`src/rtl/core/bsa_pkg.sv`:
```
// Shared types, codes and helpers for the bitmap slot allocator.
// Used by bitmap_slot_allocator_top and bsa_checker; no dependencies.
package bsa_pkg;

    localparam int WORD_BITS = 32;
    localparam int BIT_W     = 5;
    localparam int IDX_W     = 10;
    localparam int SIZE_W    = 16;
    localparam int RND_W     = 17;
    localparam int OFS_W     = 26;
    localparam int DATA_W    = 32;
    localparam int ADDR_W    = 3;

    typedef enum logic [1:0] {
        OP_GET     = 2'd0,
        OP_RETURN  = 2'd1,
        OP_RECLAIM = 2'd2
    } t_op;

    typedef enum logic [1:0] {
        ST_GRANTED = 2'd0,
        ST_EMPTY   = 2'd1,
        ST_DONE    = 2'd2
    } t_status;

    typedef enum logic [0:0] {
        REG_SLOT_COUNT = 1'b0,
        REG_SLOT_SIZE  = 1'b1
    } t_reg;

    function automatic logic [BIT_W-1:0] lowest_bit(input logic [WORD_BITS-1:0] v);
        logic [BIT_W-1:0] b;
        b = BIT_W'(WORD_BITS - 1);
        for (int i = WORD_BITS - 1; i >= 0; i--) begin
            if (v[i]) begin
                b = BIT_W'(i);
            end
        end
        return b;
    endfunction

    // Freshly rebuilt word: bits of slots below n set.
    function automatic logic [WORD_BITS-1:0] init_word(input logic [7:0] w,
                                                       input logic [IDX_W-1:0] n);
        logic [13:0]      base;
        logic [13:0]      nn;
        logic [13:0]      diff;
        logic [WORD_BITS-1:0] v;
        base = {w, 6'd0} >> 1;
        nn   = 14'(n);
        diff = nn - base;
        if (nn >= base + 14'(WORD_BITS)) begin
            v = '1;
        end else if (nn > base) begin
            v = ~({WORD_BITS{1'b1}} << diff[BIT_W-1:0]);
        end else begin
            v = '0;
        end
        return v;
    endfunction

endpackage

```
`src/rtl/core/bsa_ram.sv`:
```
// Generic single-port-write, single-port-read RAM with registered read data.
// No dependencies.
module bsa_ram #(
    parameter int WIDTH = 32,
    parameter int DEPTH = 32
) (
    input  logic                                i_clk,
    input  logic                                i_we,
    input  logic [(DEPTH > 1 ? $clog2(DEPTH) : 1)-1:0] i_waddr,
    input  logic [WIDTH-1:0]                    i_wdata,
    input  logic                                i_re,
    input  logic [(DEPTH > 1 ? $clog2(DEPTH) : 1)-1:0] i_raddr,
    output logic [WIDTH-1:0]                    o_rdata
);

    logic [WIDTH-1:0] r_mem [DEPTH];
    logic [WIDTH-1:0] r_rdata;

    always_ff @(posedge i_clk) begin
        if (i_we) begin
            r_mem[i_waddr] <= i_wdata;
        end
        if (i_re) begin
            r_rdata <= r_mem[i_raddr];
        end
    end

    assign o_rdata = r_rdata;

endmodule

```
`src/rtl/core/bitmap_slot_allocator_top.sv`:
```
// A request is captured in the stage-1 registers when accepted; its result is registered
// in the output register once that register is free.
// No new request is accepted until the current one completes: the request's bitmap word is
// read from the map RAM in the accept cycle and written back when the request completes.
// Reset (synchronous, active low) empties the spare and marks every word as
// rebuilt from slot_count through per-word valid bits; no clearing pass.
module bitmap_slot_allocator_top
    import bsa_pkg::*;
#(
    parameter int MAP_WORDS = 32
) (
    input  logic                  i_clk,
    input  logic                  i_rst_n,
    input  logic                  i_in_valid,
    output logic                  o_in_ready,
    input  logic [1:0]            i_op,
    input  logic [IDX_W-1:0]      i_slot_index,
    output logic                  o_out_valid,
    input  logic                  i_out_ready,
    output logic [1:0]            o_status,
    output logic [IDX_W-1:0]      o_granted_index,
    output logic [OFS_W-1:0]      o_byte_offset,
    input  logic                  psel,
    input  logic                  penable,
    input  logic                  pwrite,
    input  logic [ADDR_W-1:0]     paddr,
    input  logic [DATA_W-1:0]     pwdata,
    output logic [DATA_W-1:0]     prdata,
    output logic                  pready
);

    localparam int WA_W = MAP_WORDS > 1 ? $clog2(MAP_WORDS) : 1;
    localparam int CAP  = MAP_WORDS * WORD_BITS;

    logic [IDX_W-1:0]     r_slot_count;
    logic [SIZE_W-1:0]    r_slot_size;
    logic [IDX_W-1:0]     r_fill_n;
    logic [MAP_WORDS-1:0] r_wvalid;
    logic [MAP_WORDS-1:0] r_nz;
    logic                 r_spare_valid;
    logic [IDX_W-1:0]     r_spare_slot;

    logic                 r_s1_valid;
    logic [1:0]           r_s1_op;
    logic [IDX_W-1:0]     r_s1_idx;
    logic [WA_W-1:0]      r_s1_addr;
    logic                 r_s1_inrange;
    logic                 r_s1_hit;

    logic                 r_out_valid;
    logic [1:0]           r_status;
    logic [IDX_W-1:0]     r_gidx;
    logic [OFS_W-1:0]     r_ofs;

    logic                 accept;
    logic                 complete;
    logic                 cfg_we;
    logic [WA_W-1:0]      first_w;
    logic                 any_nz;
    logic [BIT_W-1:0]     ret_word;
    logic                 ret_inrange;
    logic [WA_W-1:0]      rd_addr;
    logic [WORD_BITS-1:0] rdata;
    logic [WORD_BITS-1:0] cur;
    logic [BIT_W-1:0]     low_b;
    logic                 we;
    logic [WORD_BITS-1:0] wdata;
    logic                 reclaim;
    logic [IDX_W-1:0]     n_fill_n;
    logic                 n_spare_valid;
    logic [IDX_W-1:0]     n_spare_slot;
    t_status              n_status;
    logic [IDX_W-1:0]     n_gidx;
    logic                 n_grant;
    logic [RND_W-1:0]     rounded;
    logic [26:0]          prod;

    assign accept     = i_in_valid && o_in_ready;
    assign o_in_ready = !r_s1_valid;
    assign complete   = r_s1_valid && (!r_out_valid || i_out_ready);
    assign cfg_we     = psel && penable && pwrite && pready;
    assign pready     = 1'b1;

    always_comb begin
        unique case (t_reg'(paddr[2]))
            REG_SLOT_COUNT: prdata = DATA_W'(r_slot_count);
            REG_SLOT_SIZE:  prdata = DATA_W'(r_slot_size);
        endcase
    end

    always_comb begin
        first_w = '0;
        for (int w = MAP_WORDS - 1; w >= 0; w--) begin
            if (r_nz[w]) begin
                first_w = WA_W'(w);
            end
        end
    end

    assign any_nz      = |r_nz;
    assign ret_word    = i_slot_index[IDX_W-1:BIT_W];
    assign ret_inrange = int'(ret_word) < MAP_WORDS;
    assign rd_addr     = (t_op'(i_op) == OP_GET) ? first_w : WA_W'(ret_word);

    bsa_ram #(
        .WIDTH (WORD_BITS),
        .DEPTH (MAP_WORDS)
    ) u_map_ram (
        .i_clk   (i_clk),
        .i_we    (we),
        .i_waddr (r_s1_addr),
        .i_wdata (wdata),
        .i_re    (accept),
        .i_raddr (rd_addr),
        .o_rdata (rdata)
    );

    assign cur   = r_wvalid[r_s1_addr] ? rdata : init_word(8'(r_s1_addr), r_fill_n);
    assign low_b = lowest_bit(cur);
    assign n_fill_n = (int'(r_slot_count) < CAP) ? r_slot_count : IDX_W'(CAP);

    always_comb begin
        we            = 1'b0;
        wdata         = cur;
        reclaim       = 1'b0;
        n_spare_valid = r_spare_valid;
        n_spare_slot  = r_spare_slot;
        n_status      = ST_DONE;
        n_gidx        = '0;
        n_grant       = 1'b0;
        case (t_op'(r_s1_op))
            OP_GET: begin
                if (r_spare_valid) begin
                    n_spare_valid = 1'b0;
                    n_gidx        = r_spare_slot;
                    n_grant       = 1'b1;
                end else if (r_s1_hit) begin
                    we      = 1'b1;
                    wdata   = cur & (cur - 1'b1);
                    n_gidx  = IDX_W'({r_s1_addr, low_b});
                    n_grant = 1'b1;
                end
                n_status = n_grant ? ST_GRANTED : ST_EMPTY;
            end
            OP_RETURN: begin
                if (!r_spare_valid) begin
                    n_spare_valid = 1'b1;
                    n_spare_slot  = r_s1_idx;
                end else if (r_s1_inrange) begin
                    we    = 1'b1;
                    wdata = cur | (WORD_BITS'(1) << r_s1_idx[BIT_W-1:0]);
                end
            end
            OP_RECLAIM: begin
                reclaim       = 1'b1;
                n_spare_valid = 1'b0;
                n_spare_slot  = '0;
            end
            default: begin
                n_status = ST_DONE;
            end
        endcase
        if (!complete) begin
            we = 1'b0;
        end
    end

    assign rounded = (RND_W'(r_slot_size) + RND_W'(3)) & ~RND_W'(3);
    assign prod    = 27'(n_gidx) * 27'(rounded);

    always_ff @(posedge i_clk) begin
        if (!i_rst_n) begin
            r_slot_count  <= IDX_W'(1023);
            r_slot_size   <= SIZE_W'(4);
            r_fill_n      <= (CAP > 1023) ? IDX_W'(1023) : IDX_W'(CAP);
            r_wvalid      <= '0;
            for (int w = 0; w < MAP_WORDS; w++) begin
                r_nz[w] <= ((CAP > 1023) ? 1023 : CAP) > w * WORD_BITS;
            end
            r_spare_valid <= 1'b0;
            r_spare_slot  <= '0;
            r_s1_valid    <= 1'b0;
            r_out_valid   <= 1'b0;
        end else begin
            if (cfg_we) begin
                unique case (t_reg'(paddr[2]))
                    REG_SLOT_COUNT: r_slot_count <= pwdata[IDX_W-1:0];
                    REG_SLOT_SIZE:  r_slot_size  <= pwdata[SIZE_W-1:0];
                endcase
            end
            if (accept) begin
                r_s1_valid <= 1'b1;
            end else if (complete) begin
                r_s1_valid <= 1'b0;
            end
            if (complete) begin
                r_out_valid   <= 1'b1;
                r_spare_valid <= n_spare_valid;
                r_spare_slot  <= n_spare_slot;
                if (reclaim) begin
                    r_fill_n <= n_fill_n;
                    r_wvalid <= '0;
                    for (int w = 0; w < MAP_WORDS; w++) begin
                        r_nz[w] <= int'(n_fill_n) > w * WORD_BITS;
                    end
                end else if (we) begin
                    r_wvalid[r_s1_addr] <= 1'b1;
                    r_nz[r_s1_addr]     <= |wdata;
                end
            end else if (i_out_ready) begin
                r_out_valid <= 1'b0;
            end
        end
    end

    always_ff @(posedge i_clk) begin
        if (accept) begin
            r_s1_op      <= i_op;
            r_s1_idx     <= i_slot_index;
            r_s1_addr    <= rd_addr;
            r_s1_inrange <= ret_inrange;
            r_s1_hit     <= any_nz;
        end
        if (complete) begin
            r_status <= n_status;
            r_gidx   <= n_grant ? n_gidx : '0;
            r_ofs    <= n_grant ? prod[OFS_W-1:0] : '0;
        end
    end

    assign o_out_valid     = r_out_valid;
    assign o_status        = r_status;
    assign o_granted_index = r_gidx;
    assign o_byte_offset   = r_ofs;

endmodule

```
`config.mk`:
```
export PLATFORM = sky130hd
export DESIGN_NAME = bitmap_slot_allocator_top
export DESIGN_NICKNAME = d
export VERILOG_FILES = /design/src/rtl/core/bsa_pkg.sv /design/src/rtl/core/bsa_ram.sv /design/src/rtl/core/bitmap_slot_allocator_top.sv
export SDC_FILE = /design/constraint.sdc
export NUM_CORES = 2
export LEC_CHECK = 0
export ABC_AREA = 1
export BUFFER_PORTS_ARGS = -buffer_cell sky130_fd_sc_hd__buf_4
export CAP_MARGIN = 10
export CORE_MARGIN = 3
export CORE_UTILIZATION = 55
export CTS_CLUSTER_SIZE = 24
export DETAILED_ROUTE_END_ITERATION = 16
export GPL_ROUTABILITY_DRIVEN = 0
export PLACE_DENSITY = 0.76
export SYNTH_ARGS = -nofsm -noshare
export SYNTH_HDL_FRONTEND = slang
export SYNTH_SLANG_ARGS = --single-unit
export TNS_END_PERCENT = 5
```
`constraint.sdc`:
```
create_clock -name i_clk -period 21.1 [get_ports i_clk]
set_clock_uncertainty 0.2 [all_clocks]
set_input_delay 5.275 -clock i_clk [delete_from_list [all_inputs] [get_ports i_clk]]
set_output_delay 5.275 -clock i_clk [all_outputs]
set_load 0.03 [all_outputs]
```
==> metrics.md <==
| Metric | Value |
|---|---|
| Share of cells above drive strength 1 | 8.513% |
| Synth Cell Area | 56860 µm² |
| Max-slew violations | 0 |
| Min-delay worst type | register to register |
| Nets | 5506 |
| Clock transition at the registers of the reported paths | 0.06 ns |
| Register bit total from synthesis | 1223 |
| Design area | 62730 µm² |
| Fin util | 61.39% |
| Clock sinks | 1223 |
| Residual DRC count | 0 |
| Initial DRC count | 6234 |
| Critical Path AT | 6.07 ns |
| Commonest non-fill, non-tap cell in the layout | edfxtp_1 |
| Post-synth EDFFs | 1110 |
| Register area share after synthesis | 62.60% |
| Max Cap Viol | 0 |
| F_max | 86.65 MHz |
| CTS buffer count | 117 |
| CTS max path bufs | 3 |
| Total gr overflow | 0 |
| First-pass GRT wire length | 230.5 mm |
| Hold Path Depth | 2 |
| PwrDens | 85.21 nW/µm² |
| Minimum clock period | 11.54 ns |
| Commonest cells after routing, fill and taps aside | edfxtp_1, nand2_1, inv_1 |
| Die height | 327.5 µm |
| Multi-input logic area | 17830 µm² |
| Synth Warn # | 0 |
| Reg2reg path depth | 55 |
| Filler cell count | 7759 |
| Vias in the first global route | 38530 |
| Yosys cell types | 62 |
| Die Area | 107300 µm² |
| CTS root buf | clkbuf_16 |
| Post-DP Area | 59020 µm² |
| Area growth syn-to-layout | 10.32% |
| Worst-skew pair later-pin latency | 0.73 ns |
| Port Buffers | 89 |
| Largest net degree at the start of global routing | 269 |
| DRT Pass-1 Iters | 9 |
| Post-CTS Resized | 0 |
| Routed WL | 154.2 mm |
| H-tree lvl count | 3 |
| Routed WL per cell | 22.85 µm |
| Slew HR | 6.043% |
| Post-Route Setup TNS | 0 ns |
| Post-synthesis instance total | 5267 |
| RSZ-0062 raised after global routing | no |
| Result of the run | finished, final reports clean |
| Period Utilization, post-route | 54.69% |
| Startpoint Class | input port |
| Leak | 22.63 nW |
| Main synth FF type | edfxtp_1 |
| WS Path Type | input port to output port |
| Core ar. | 102200 µm² |
| Mean Syn Cell Area | 10.80 µm² |
| Initial core utilization | 55.65% |
| Die X | 327.5 µm |
| HPWL Detailed | 86.76 mm |
| Worst Tran Pin Value | 1.409 ns |
| I/O pins | 127 |
| Post-DR vias/cell | 6.096 |
| Setup crit end kind | output port |
| Via count | 41140 |
| GRT Total Usage | 28.20% |
| Share of flip-flops with an asynchronous set or reset | 0% |
| TritonCTS clock tree | yes |
| Hold Buf Count CTS | 0 |
| Routed Antenna Nets | 0 |
| Critical Path RT | 15.62 ns |
| Worst Path Max Fanout | 28 |
| Worst IR drop on VDD | 0.08285 mV |
| Sequential Area | 35590 µm² |
| Setup bufs post-CTS | 0 |
| Endpoints failing setup | 0 |
| Initial antenna violation count | 4 |
| Row cnt | 117 |
| Final hold vios | 0 |
[final timing paths]
path / from / to / slack, ns
max: paddr[2] / prdata[4] / 9.56
max reg2reg: r_s1_addr[1] / o_byte_offset[25] / 10.36
min reg2reg: r_wvalid[26] / r_wvalid[26] / 0.26
min: r_wvalid[26] / r_wvalid[26] / 0.26
[worst max-delay path: stages]
cell and delay (ns):
buf_4 0.19, o21ai_0 0.36, buf_4 0.23
[sequential cells by signal (all words and copies together), names as in the netlist]
name	count
r_s1_op	2
o_granted_index	10
r_s1_hit	1
r_spare_slot	10
r_nz	32
r_s1_valid	1
r_fill_n	10
r_slot_size	16
r_wvalid	32
r_spare_valid	1
o_out_valid	1
r_s1_idx	10
o_status	2
r_s1_addr	5
o_byte_offset	24
u_map_ram.r_mem	1024
n_fill_n	10
u_map_ram.o_rdata	32
[metal layers]
metal  vias up  track usage (%)  routed length, µm
met5         -                0                 34
met4         4            13.12               7389
met3       448            5.162              17950
met2      2536            44.15              70170
met1     19740            38.57              58650
li1      18410                -                  -
[cell type report]
| class | instances | share of cell area [%] |
|---|---|---|
| timing repair buffer | 187 | 2.282 |
| multi-input combinational | 3099 | 28.43 |
| tap | 1368 | 2.729 |
| inverter | 652 | 3.947 |
| sequential | 1223 | 56.75 |
| clock inverter | 66 | 0.8777 |
| clock buffer | 153 | 4.983 |
| antenna | 1 | 0.003989 |
[where the power goes]
group          switching [mW]  total, mW  internal (mW)
Sequential             0.0144       2.77           2.76
Combinational           0.424      0.548          0.125
Clock                   0.908       2.03           1.12
[cells by family after synthesis]
family / after synthesis / synth area share [%]
simple gates: 1737 / 12.49
fa+ha+maj: 172 / 5.118
compound gates: 1165 / 13.08
other cells: 2 / 0.01321
flops: 1223 / 62.60
buf+inv: 962 / 6.601
xor+xnor: 6 / 0.09242
[cell usage after synthesis (all sizes together) (7+ instances only)]
master | n | area share, %
inv | 648 | 4.3
a22oi | 10 | 0.13
buf | 44 | 0.52
clkbuf | 266 | 1.8
nor3 | 63 | 0.60
ha | 71 | 1.6
edfxtp | 1110 | 59
nor2 | 533 | 3.6
o22ai | 8 | 0.099
nor4 | 12 | 0.14
nand3 | 221 | 2.0
fa | 101 | 3.6
nand2 | 887 | 5.9
dfxtp | 113 | 4.0
o311ai | 18 | 0.28
nand4 | 17 | 0.21
o21ai | 426 | 3.8
a32oi | 7 | 0.11
o211ai | 529 | 7.0
a21oi | 125 | 1.1
a31oi | 11 | 0.12
o31ai | 9 | 0.12
[stage by stage]
stage | hold slack [ns] | power [mW] | worst slack (ns) | cells
floorplan | 0.2354 | 3.168 | 9.282 | 5284
global placement | 0.2422 | 3.338 | 9.585 | 6527
detailed placement | 0.2472 | 3.351 | 9.543 | 6527
CTS | 0.2562 | 5.345 | 9.547 | 6746
global route | 0.2701 | 5.504 | 9.528 | 6748
finish | 0.2570 | 5.345 | 9.559 | 6749
Power figures use the tool's default switching activity.
